$ cat config.mk
export PLATFORM = sky130hd
export DESIGN_NAME = fixed_point_newton_divide_unit
export DESIGN_NICKNAME = d
export VERILOG_FILES = /design/src/fpnd_pkg.sv /design/src/fixed_point_newton_divide_unit.sv
export VERILOG_INCLUDE_DIRS = /design/src /design/src/src
export SDC_FILE = /design/constraint.sdc
export NUM_CORES = 2
export LEC_CHECK = 0
export ABC_AREA = 1
export BUFFER_PORTS_ARGS = -buffer_cell sky130_fd_sc_hd__buf_2
export CAP_MARGIN = 20
export CORE_ASPECT_RATIO = 0.7
export CORE_MARGIN = 2
export CORE_UTILIZATION = 40
export DETAILED_ROUTE_END_ITERATION = 10
export GPL_ROUTABILITY_DRIVEN = 0
export SYNTH_ARGS = -nofsm -noshare
export SYNTH_HDL_FRONTEND = slang
export SYNTH_SLANG_ARGS = --single-unit
$ cat constraint.sdc
create_clock -name clk -period 6.2 [get_ports clk]
set_input_delay 0.31 -clock clk [delete_from_list [all_inputs] [get_ports clk]]
set_output_delay 0.31 -clock clk [all_outputs]
set_load 0.01 [all_outputs]
$ cat src/fixed_point_newton_divide_unit_defines.svh
// Assertion macros for the Newton-Raphson Q8.8 divider.
// Depends on nothing; taken in by the top level with `include.
`ifndef FIXED_POINT_NEWTON_DIVIDE_UNIT_DEFINES_SVH
`define FIXED_POINT_NEWTON_DIVIDE_UNIT_DEFINES_SVH

// Checked only outside reset.
`define FPND_ASSERT_RUN(lbl, prop, msg) \
	lbl: assert property (@(posedge clk) disable iff (!arst_n) prop) else $error(msg);

// Checked at every edge, reset included.
`define FPND_ASSERT_ALWAYS(lbl, prop, msg) \
	lbl: assert property (@(posedge clk) prop) else $error(msg);

`endif

$ cat src/fpnd_pkg.sv
// Constants and the Q8.8 fixed multiply shared by the divider.
// Depends on nothing.
package fpnd_pkg;

	localparam int unsigned MAG_W  = 15;
	localparam int unsigned NORM_W = 9;
	localparam int unsigned SH_W   = 3;

	localparam logic [15:0] SEED_BASE  = 16'h02EA;
	localparam logic [15:0] NEWTON_TWO = 16'h0200;
	localparam logic [15:0] NORM_HIGH  = 16'h0100;
	localparam logic [15:0] NORM_LOW   = 16'h0080;
	localparam logic [15:0] SIGN_BIT16 = 16'h8000;

	// Full signed product, floor shift by 8, wrap to 16 bits.
	function automatic logic signed [15:0] qmul(input logic signed [15:0] a,
			input logic signed [15:0] b);
		logic signed [31:0] prod;
		prod = a * b;
		return prod[23:8];
	endfunction

endpackage

$ cat src/fixed_point_newton_divide_unit.sv
// Signed Q8.8 divider: Newton-Raphson reciprocal, eight-stage pipeline.
// Throughput: one transaction per cycle unless out_ready stalls the output; no stage holds more than one multiplier.
// Stalls hold stages that are full; empty stages keep filling (bubbles collapse).
// arst_n (async, active low) clears all valid bits; data registers are not reset.
// Uses fpnd_pkg and fixed_point_newton_divide_unit_defines.svh.
`include "fixed_point_newton_divide_unit_defines.svh"

module fixed_point_newton_divide_unit (
	input  logic               clk,
	input  logic               arst_n,
	input  logic               in_valid,
	output logic               in_ready,
	input  logic signed [15:0] numerator,
	input  logic signed [15:0] divisor,
	output logic               out_valid,
	input  logic               out_ready,
	output logic signed [15:0] quotient,
	output logic               divide_error
);

	// Side data that rides along stages 1 to 7; stage 2 fills in the shift fields.
	typedef struct packed {
		logic signed [15:0]               nn;
		logic                             neg;
		logic                             err;
		logic [fpnd_pkg::SH_W-1:0]        shl;
		logic [fpnd_pkg::SH_W-1:0]        shr;
	} side_t;

	// Valid bits per stage
	logic v_s1, v_s2, v_s3, v_s4, v_s5, v_s6, v_s7, v_s8;
	// Stage enables: a stage loads when it is empty or its successor moves.
	logic en1, en2, en3, en4, en5, en6, en7, en8;

	assign en8 = !v_s8 || out_ready;
	assign en7 = !v_s7 || en8;
	assign en6 = !v_s6 || en7;
	assign en5 = !v_s5 || en6;
	assign en4 = !v_s4 || en5;
	assign en3 = !v_s3 || en4;
	assign en2 = !v_s2 || en3;
	assign en1 = !v_s1 || en2;
	assign in_ready = en1;

	always_ff @(posedge clk or negedge arst_n) begin
		if (!arst_n) begin
			v_s1 <= 1'b0; v_s2 <= 1'b0; v_s3 <= 1'b0; v_s4 <= 1'b0;
			v_s5 <= 1'b0; v_s6 <= 1'b0; v_s7 <= 1'b0; v_s8 <= 1'b0;
		end else begin
			if (en1) v_s1 <= in_valid;
			if (en2) v_s2 <= v_s1;
			if (en3) v_s3 <= v_s2;
			if (en4) v_s4 <= v_s3;
			if (en5) v_s5 <= v_s4;
			if (en6) v_s6 <= v_s5;
			if (en7) v_s7 <= v_s6;
			if (en8) v_s8 <= v_s7;
		end
	end

	// ---------------- Stage 1: magnitude and error detect ----------------
	side_t                         sd_s1;
	logic [fpnd_pkg::MAG_W-1:0]    dmag_s1;
	logic [15:0]                   dneg;

	assign dneg = 16'(-divisor);

	always_ff @(posedge clk) begin
		if (en1 && in_valid) begin
			sd_s1.nn  <= numerator;
			sd_s1.neg <= divisor[15];
			// zero and the most negative value have no usable reciprocal
			sd_s1.err <= (divisor == 16'sd0) || (divisor == fpnd_pkg::SIGN_BIT16);
			sd_s1.shl <= '0;
			sd_s1.shr <= '0;
			dmag_s1   <= divisor[15] ? dneg[14:0] : divisor[14:0];
		end
	end

	// ---------------- Stage 2: normalize into [0x80, 0x100] ----------------
	side_t                         sd_s2;
	logic [fpnd_pkg::NORM_W-1:0]   dn_s2;
	logic [fpnd_pkg::SH_W-1:0]     nrm_shr, nrm_shl, lead;
	logic [fpnd_pkg::MAG_W-1:0]    nrm_d;

	always_comb begin
		nrm_shr = '0;
		nrm_shl = '0;
		lead    = '0;
		nrm_d   = dmag_s1;
		if ({1'b0, dmag_s1} > fpnd_pkg::NORM_HIGH) begin
			// smallest right shift that brings the value to 0x100 or below
			for (int k = 7; k >= 1; k--) begin
				if ({1'b0, (dmag_s1 >> k)} <= fpnd_pkg::NORM_HIGH)
					nrm_shr = fpnd_pkg::SH_W'(k);
			end
			nrm_d = dmag_s1 >> nrm_shr;
		end else if ({1'b0, dmag_s1} < fpnd_pkg::NORM_LOW) begin
			for (int p = 0; p < 7; p++) begin
				if (dmag_s1[p])
					lead = fpnd_pkg::SH_W'(p);
			end
			nrm_shl = 3'd7 - lead;
			nrm_d   = dmag_s1 << nrm_shl;
		end
	end

	always_ff @(posedge clk) begin
		if (en2 && v_s1) begin
			sd_s2 <= '{nn: sd_s1.nn, neg: sd_s1.neg, err: sd_s1.err,
				shl: nrm_shl, shr: nrm_shr};
			dn_s2 <= nrm_d[fpnd_pkg::NORM_W-1:0];
		end
	end

	// ---------------- Stage 3: seed and first d*x ----------------
	side_t                         sd_s3;
	logic [fpnd_pkg::NORM_W-1:0]   dn_s3;
	logic signed [15:0]            x0_s3, m1_s3;
	logic signed [15:0]            seed;

	assign seed = fpnd_pkg::SEED_BASE - {6'd0, dn_s2, 1'b0};

	always_ff @(posedge clk) begin
		if (en3 && v_s2) begin
			sd_s3 <= sd_s2;
			dn_s3 <= dn_s2;
			x0_s3 <= seed;
			m1_s3 <= fpnd_pkg::qmul({7'd0, dn_s2}, seed);
		end
	end

	// ---------------- Stage 4: first refinement x1 = x0*(2 - d*x0) ----------------
	side_t                         sd_s4;
	logic [fpnd_pkg::NORM_W-1:0]   dn_s4;
	logic signed [15:0]            x1_s4;

	always_ff @(posedge clk) begin
		if (en4 && v_s3) begin
			sd_s4 <= sd_s3;
			dn_s4 <= dn_s3;
			x1_s4 <= fpnd_pkg::qmul(x0_s3, fpnd_pkg::NEWTON_TWO - m1_s3);
		end
	end

	// ---------------- Stage 5: second d*x ----------------
	side_t                         sd_s5;
	logic signed [15:0]            x1_s5, m2_s5;

	always_ff @(posedge clk) begin
		if (en5 && v_s4) begin
			sd_s5 <= sd_s4;
			x1_s5 <= x1_s4;
			m2_s5 <= fpnd_pkg::qmul({7'd0, dn_s4}, x1_s4);
		end
	end

	// ---------------- Stage 6: second refinement ----------------
	side_t                         sd_s6;
	logic signed [15:0]            x2_s6;

	always_ff @(posedge clk) begin
		if (en6 && v_s5) begin
			sd_s6 <= sd_s5;
			x2_s6 <= fpnd_pkg::qmul(x1_s5, fpnd_pkg::NEWTON_TWO - m2_s5);
		end
	end

	// ---------------- Stage 7: undo normalization, restore sign ----------------
	side_t                         sd_s7;
	logic signed [15:0]            xr_s7;
	logic signed [15:0]            xsh;

	always_comb begin
		if (sd_s6.shl != '0)
			xsh = x2_s6 << sd_s6.shl;    // wraps at 16 bits
		else
			xsh = x2_s6 >>> sd_s6.shr;   // floor shift; zero shift passes through
	end

	always_ff @(posedge clk) begin
		if (en7 && v_s6) begin
			sd_s7 <= sd_s6;
			xr_s7 <= sd_s6.neg ? 16'(-xsh) : xsh;
		end
	end

	// ---------------- Stage 8: multiply by numerator, output register ----------------
	logic signed [15:0]            q_s8;
	logic                          err_s8;

	always_ff @(posedge clk) begin
		if (en8 && v_s7) begin
			err_s8 <= sd_s7.err;
			q_s8   <= sd_s7.err ? 16'sd0 : fpnd_pkg::qmul(xr_s7, sd_s7.nn);
		end
	end

	assign out_valid    = v_s8;
	assign quotient     = q_s8;
	assign divide_error = err_s8;

	// ---------------- Assertions ----------------
	`FPND_ASSERT_RUN(a_err_zero, out_valid && divide_error |-> quotient == 16'sd0, "error result with nonzero quotient")
	`FPND_ASSERT_RUN(a_empty_ready, !out_valid |-> in_ready, "input blocked while output register empty")
	`FPND_ASSERT_ALWAYS(a_reset_clear, !arst_n |-> !out_valid, "output valid during reset")

endmodule

==> results.sh <==
export IMPL_synthFlopType="edfxtp_1"
export IMPL_dr_pass1_iters=6
export IMPL_crit_fanout=6
export IMPL_synth_simple_area_share_pct=15.6
export IMPL_grt_max_degree=57
export IMPL_wirelength_mm=102
export IMPL_core_rowCount=100
export IMPL_slew_headroom_pct=38.0
export IMPL_slowest_stage="fa_1"
export IMPL_pre_cts_ws_ns=-0.360
export IMPL_synthMuxAreaShare_pct=0.117
export IMPL_synthCells=4898
export IMPL_wl_per_cell_um=15.4
export IMPL_hold_viol=0
export IMPL_clk_pin_slew_ns=0.06
export IMPL_syn_num_nets=5918
export IMPL_fin_nets=6223
export IMPL_via_per_inst=4.75
export IMPL_fin_util_pct=46.2
export IMPL_slowest_delay_ns=0.60
export IMPL_synthDominantAreaCellType="fa_1"
export IMPL_drcViolationCount=0
export IMPL_gr_total_overflow=0
export IMPL_synth_seq_cells=324
export IMPL_arrival_ns=6.66
export IMPL_crit_type="reg2reg"
export IMPL_rsz0062_at_grt="true"
export IMPL_worst_hold_path_num_cells=2
export IMPL_initial_core_util_pct=40.3
export IMPL_min_period_over_period_pct=102
export IMPL_skew_ns=0.0327
export IMPL_fp_dieW_um=395
export IMPL_yosysWarnings=0
export IMPL_grt_pass1_wl_mm=168
export IMPL_synth_fa_ha_area_share_pct=40.9
export IMPL_hpwl_mm=85.0
export IMPL_ant_nets=0
export IMPL_synth_top_family_by_area="adder cells"
export IMPL_maxCapViolations=0
export IMPL_max_freq_ghz=0.158
export IMPL_setup_viol=4
export IMPL_grt_pass1_vias=31814
export IMPL_dr_first_iter_drc_count=2222
export IMPL_die_h_um=277
export IMPL_start_kind="flip-flop"
export IMPL_crit_start="m2_s5[1]$_DFFE_PP_"
export IMPL_ys_types=61
export IMPL_cts_max_level=2
export IMPL_antenna_found_initial=0
export IMPL_outcome="finished with violations"
export IMPL_crit_reg2reg_launch="m2_s5[1]$_DFFE_PP_"
export IMPL_synth_edf_count=316
export IMPL_cp_required_ns=6.53
export IMPL_tightest_slew_ns=0.931
export IMPL_hold_path_class="in2reg"
export IMPL_synth_most_common_cell="inv_1"
export IMPL_cts_buffer_depth=3
export IMPL_cts_made_buffers=36
export IMPL_drive_above_1_share_pct=13.5
export IMPL_via_count=31633
export IMPL_async_flop_share_pct=2.47
export IMPL_cts_sinks=324
export IMPL_drv_slew=0
export IMPL_synth_area_leaders="fa_1 (32%), edfxtp_1 (22%), inv_1 (11%)"
export IMPL_yosysTopAreaCellShare_pct=32.1
export IMPL_reg2reg_depth=33
export IMPL_area_growth_syn_to_layout_pct=14.8
export IMPL_synth_cell_area_sq_mm=0.0427
export IMPL_period_needed_ns=6.33
export IMPL_cts_tree="yes"
export IMPL_grt_usage_pct=19.0
export IMPL_synth_compound_area_share_pct=4.62
export IMPL_clock_latency_ns=0.58
export IMPL_cts_root_buf="clkbuf_16"
export IMPL_crit_path_end_kind="flip-flop"
export IMPL_portBuffers=54
export IMPL_violations="negative setup slack"
export IMPL_syn_avg_cell_area_sq_um=8.72
export IMPL_ys_seq_area_share_pct=22.7
export IMPL_holdCritStartpoint="divisor[14]"
export IMPL_setup_ws_ns=-0.129
export IMPL_diodes=0
export IMPL_synth_xor_area_share_pct=2.93
export IMPL_yosys_top_cells_count="inv_1 (1306), nand2_1 (1080), fa_1 (686)"
export IMPL_io_pins=55
export IMPL_core_area_sq_mm=0.106
export IMPL_dieArea_sq_mm=0.109
## registers in the layout, summed over array words and instances, names as in the netlist, 13 cells and up
| name | cells |
|---|---|
| xr_s7 | 16 |
| x1_s4 | 16 |
| m1_s3 | 13 |
| x1_s5 | 16 |
| sd_s5 | 24 |
| sd_s1 | 18 |
| sd_s7 | 17 |
| m2_s5 | 16 |
| sd_s4 | 24 |
| quotient | 16 |
| sd_s2 | 24 |
| sd_s6 | 24 |
| x2_s6 | 16 |
| dmag_s1 | 15 |
| sd_s3 | 24 |
## critical path: cells and delay by family (launching register included)
| family | cells | cell delay [ns] |
|---|---|---|
| adder cells (fa/ha/maj) | 7 | 3.35 |
| AND/OR/NAND/NOR | 21 | 1.87 |
| flip-flops | 1 | 0.44 |
| buffers and inverters | 5 | 0.40 |
## logic make-up (layout without fill, tap and decap cells)
logic type                 Yosys count  after routing
and+or+nand+nor                   1639           1639
buffers and inverters             1466           1797
DFF                                324            324
AOI/OAI and AO/OA                  338            338
muxes                                5              5
adders and majority gates          984            984
xor gates and xnor gates           142            142
## path summary, 6_finish.rpt
path / end / slack [ns]
setup / recovery: x2_s6[15]$_DFFE_PP_ / -0.13
hold / removal: sd_s1[6]$_DFFE_PP_ / 0.05
setup reg to reg: x2_s6[15]$_DFFE_PP_ / -0.13
hold reg to reg: sd_s6[20]$_DFFE_PP_ / 0.40
max in group asynchronous: v_s6$_DFFE_PN0P_ / 5.88
min in group asynchronous: v_s1$_DFFE_PN0N_ / 0.13
## final cells by class
class / instances / area [sq um]
Fill cell: 10278 / 57000
Multi-Input combinational cell: 3108 / 28400
Sequential cell: 324 / 9690
Inverter: 1329 / 5020
Timing Repair Buffer: 404 / 3060
Tap cell: 1428 / 1790
Clock buffer: 44 / 973
Clock inverter: 20 / 180
## metrics by stage
stage / hold WS, ns / std cells / cell area, sq um / setup TNS (ns)
after floorplan: 0.0144 / 4898 / 42800 / 0
after global placement: 0.161 / 6535 / 46400 / -1.55
after detailed placement: 0.173 / 6535 / 46400 / -2.21
after CTS: 0.0182 / 6624 / 48100 / -0.739
after global routing: 0.0389 / 6657 / 49100 / -2.53
final: 0.0486 / 6657 / 49100 / -0.184
## metal layers
layer	wire length (um)	global-route usage, %	vias to the layer above	share of wire (%)
met1	50600	29.7	15467	49
li1	-	-	15184	-
met3	7480	3.34	101	7.3
met5	0	0	-	0
met2	42700	27.4	881	42
met4	1430	3.22	0	1.4
## cell usage in the layout, fill, tap and decap left out, types with 38 or more instances in the layout
cell type,synthesis,routed
edfxtp_1,316,316
xor2_1,84,83
buf_2,16,54
o21ai_0,102,90
xnor2_1,57,56
a21oi_1,119,102
fa_1,686,675
inv_1,1306,1274
inv_2,14,41
ha_1,298,276
nor2_1,312,286
nand2_1,1080,1036
nand2_2,17,48
buf_4,3,312
o21ai_1,29,38
nand3_1,138,128
clkbuf_16,0,38
## timing repair
action / 4_1_cts / 5_1_grt
pin swaps: 42 / 125
endpoints found under the hold margin: 26 / 0
cloned: 0 / 0
hold buffers: 19 / 0
setup endpoints to repair: 12 / 28
setup buffers: 6 / 34
resized for setup: 70 / 182
Power is left out: the tool's default activity adds up to more than one toggle a clock period on the data nets, which glitch-free logic cannot reach.
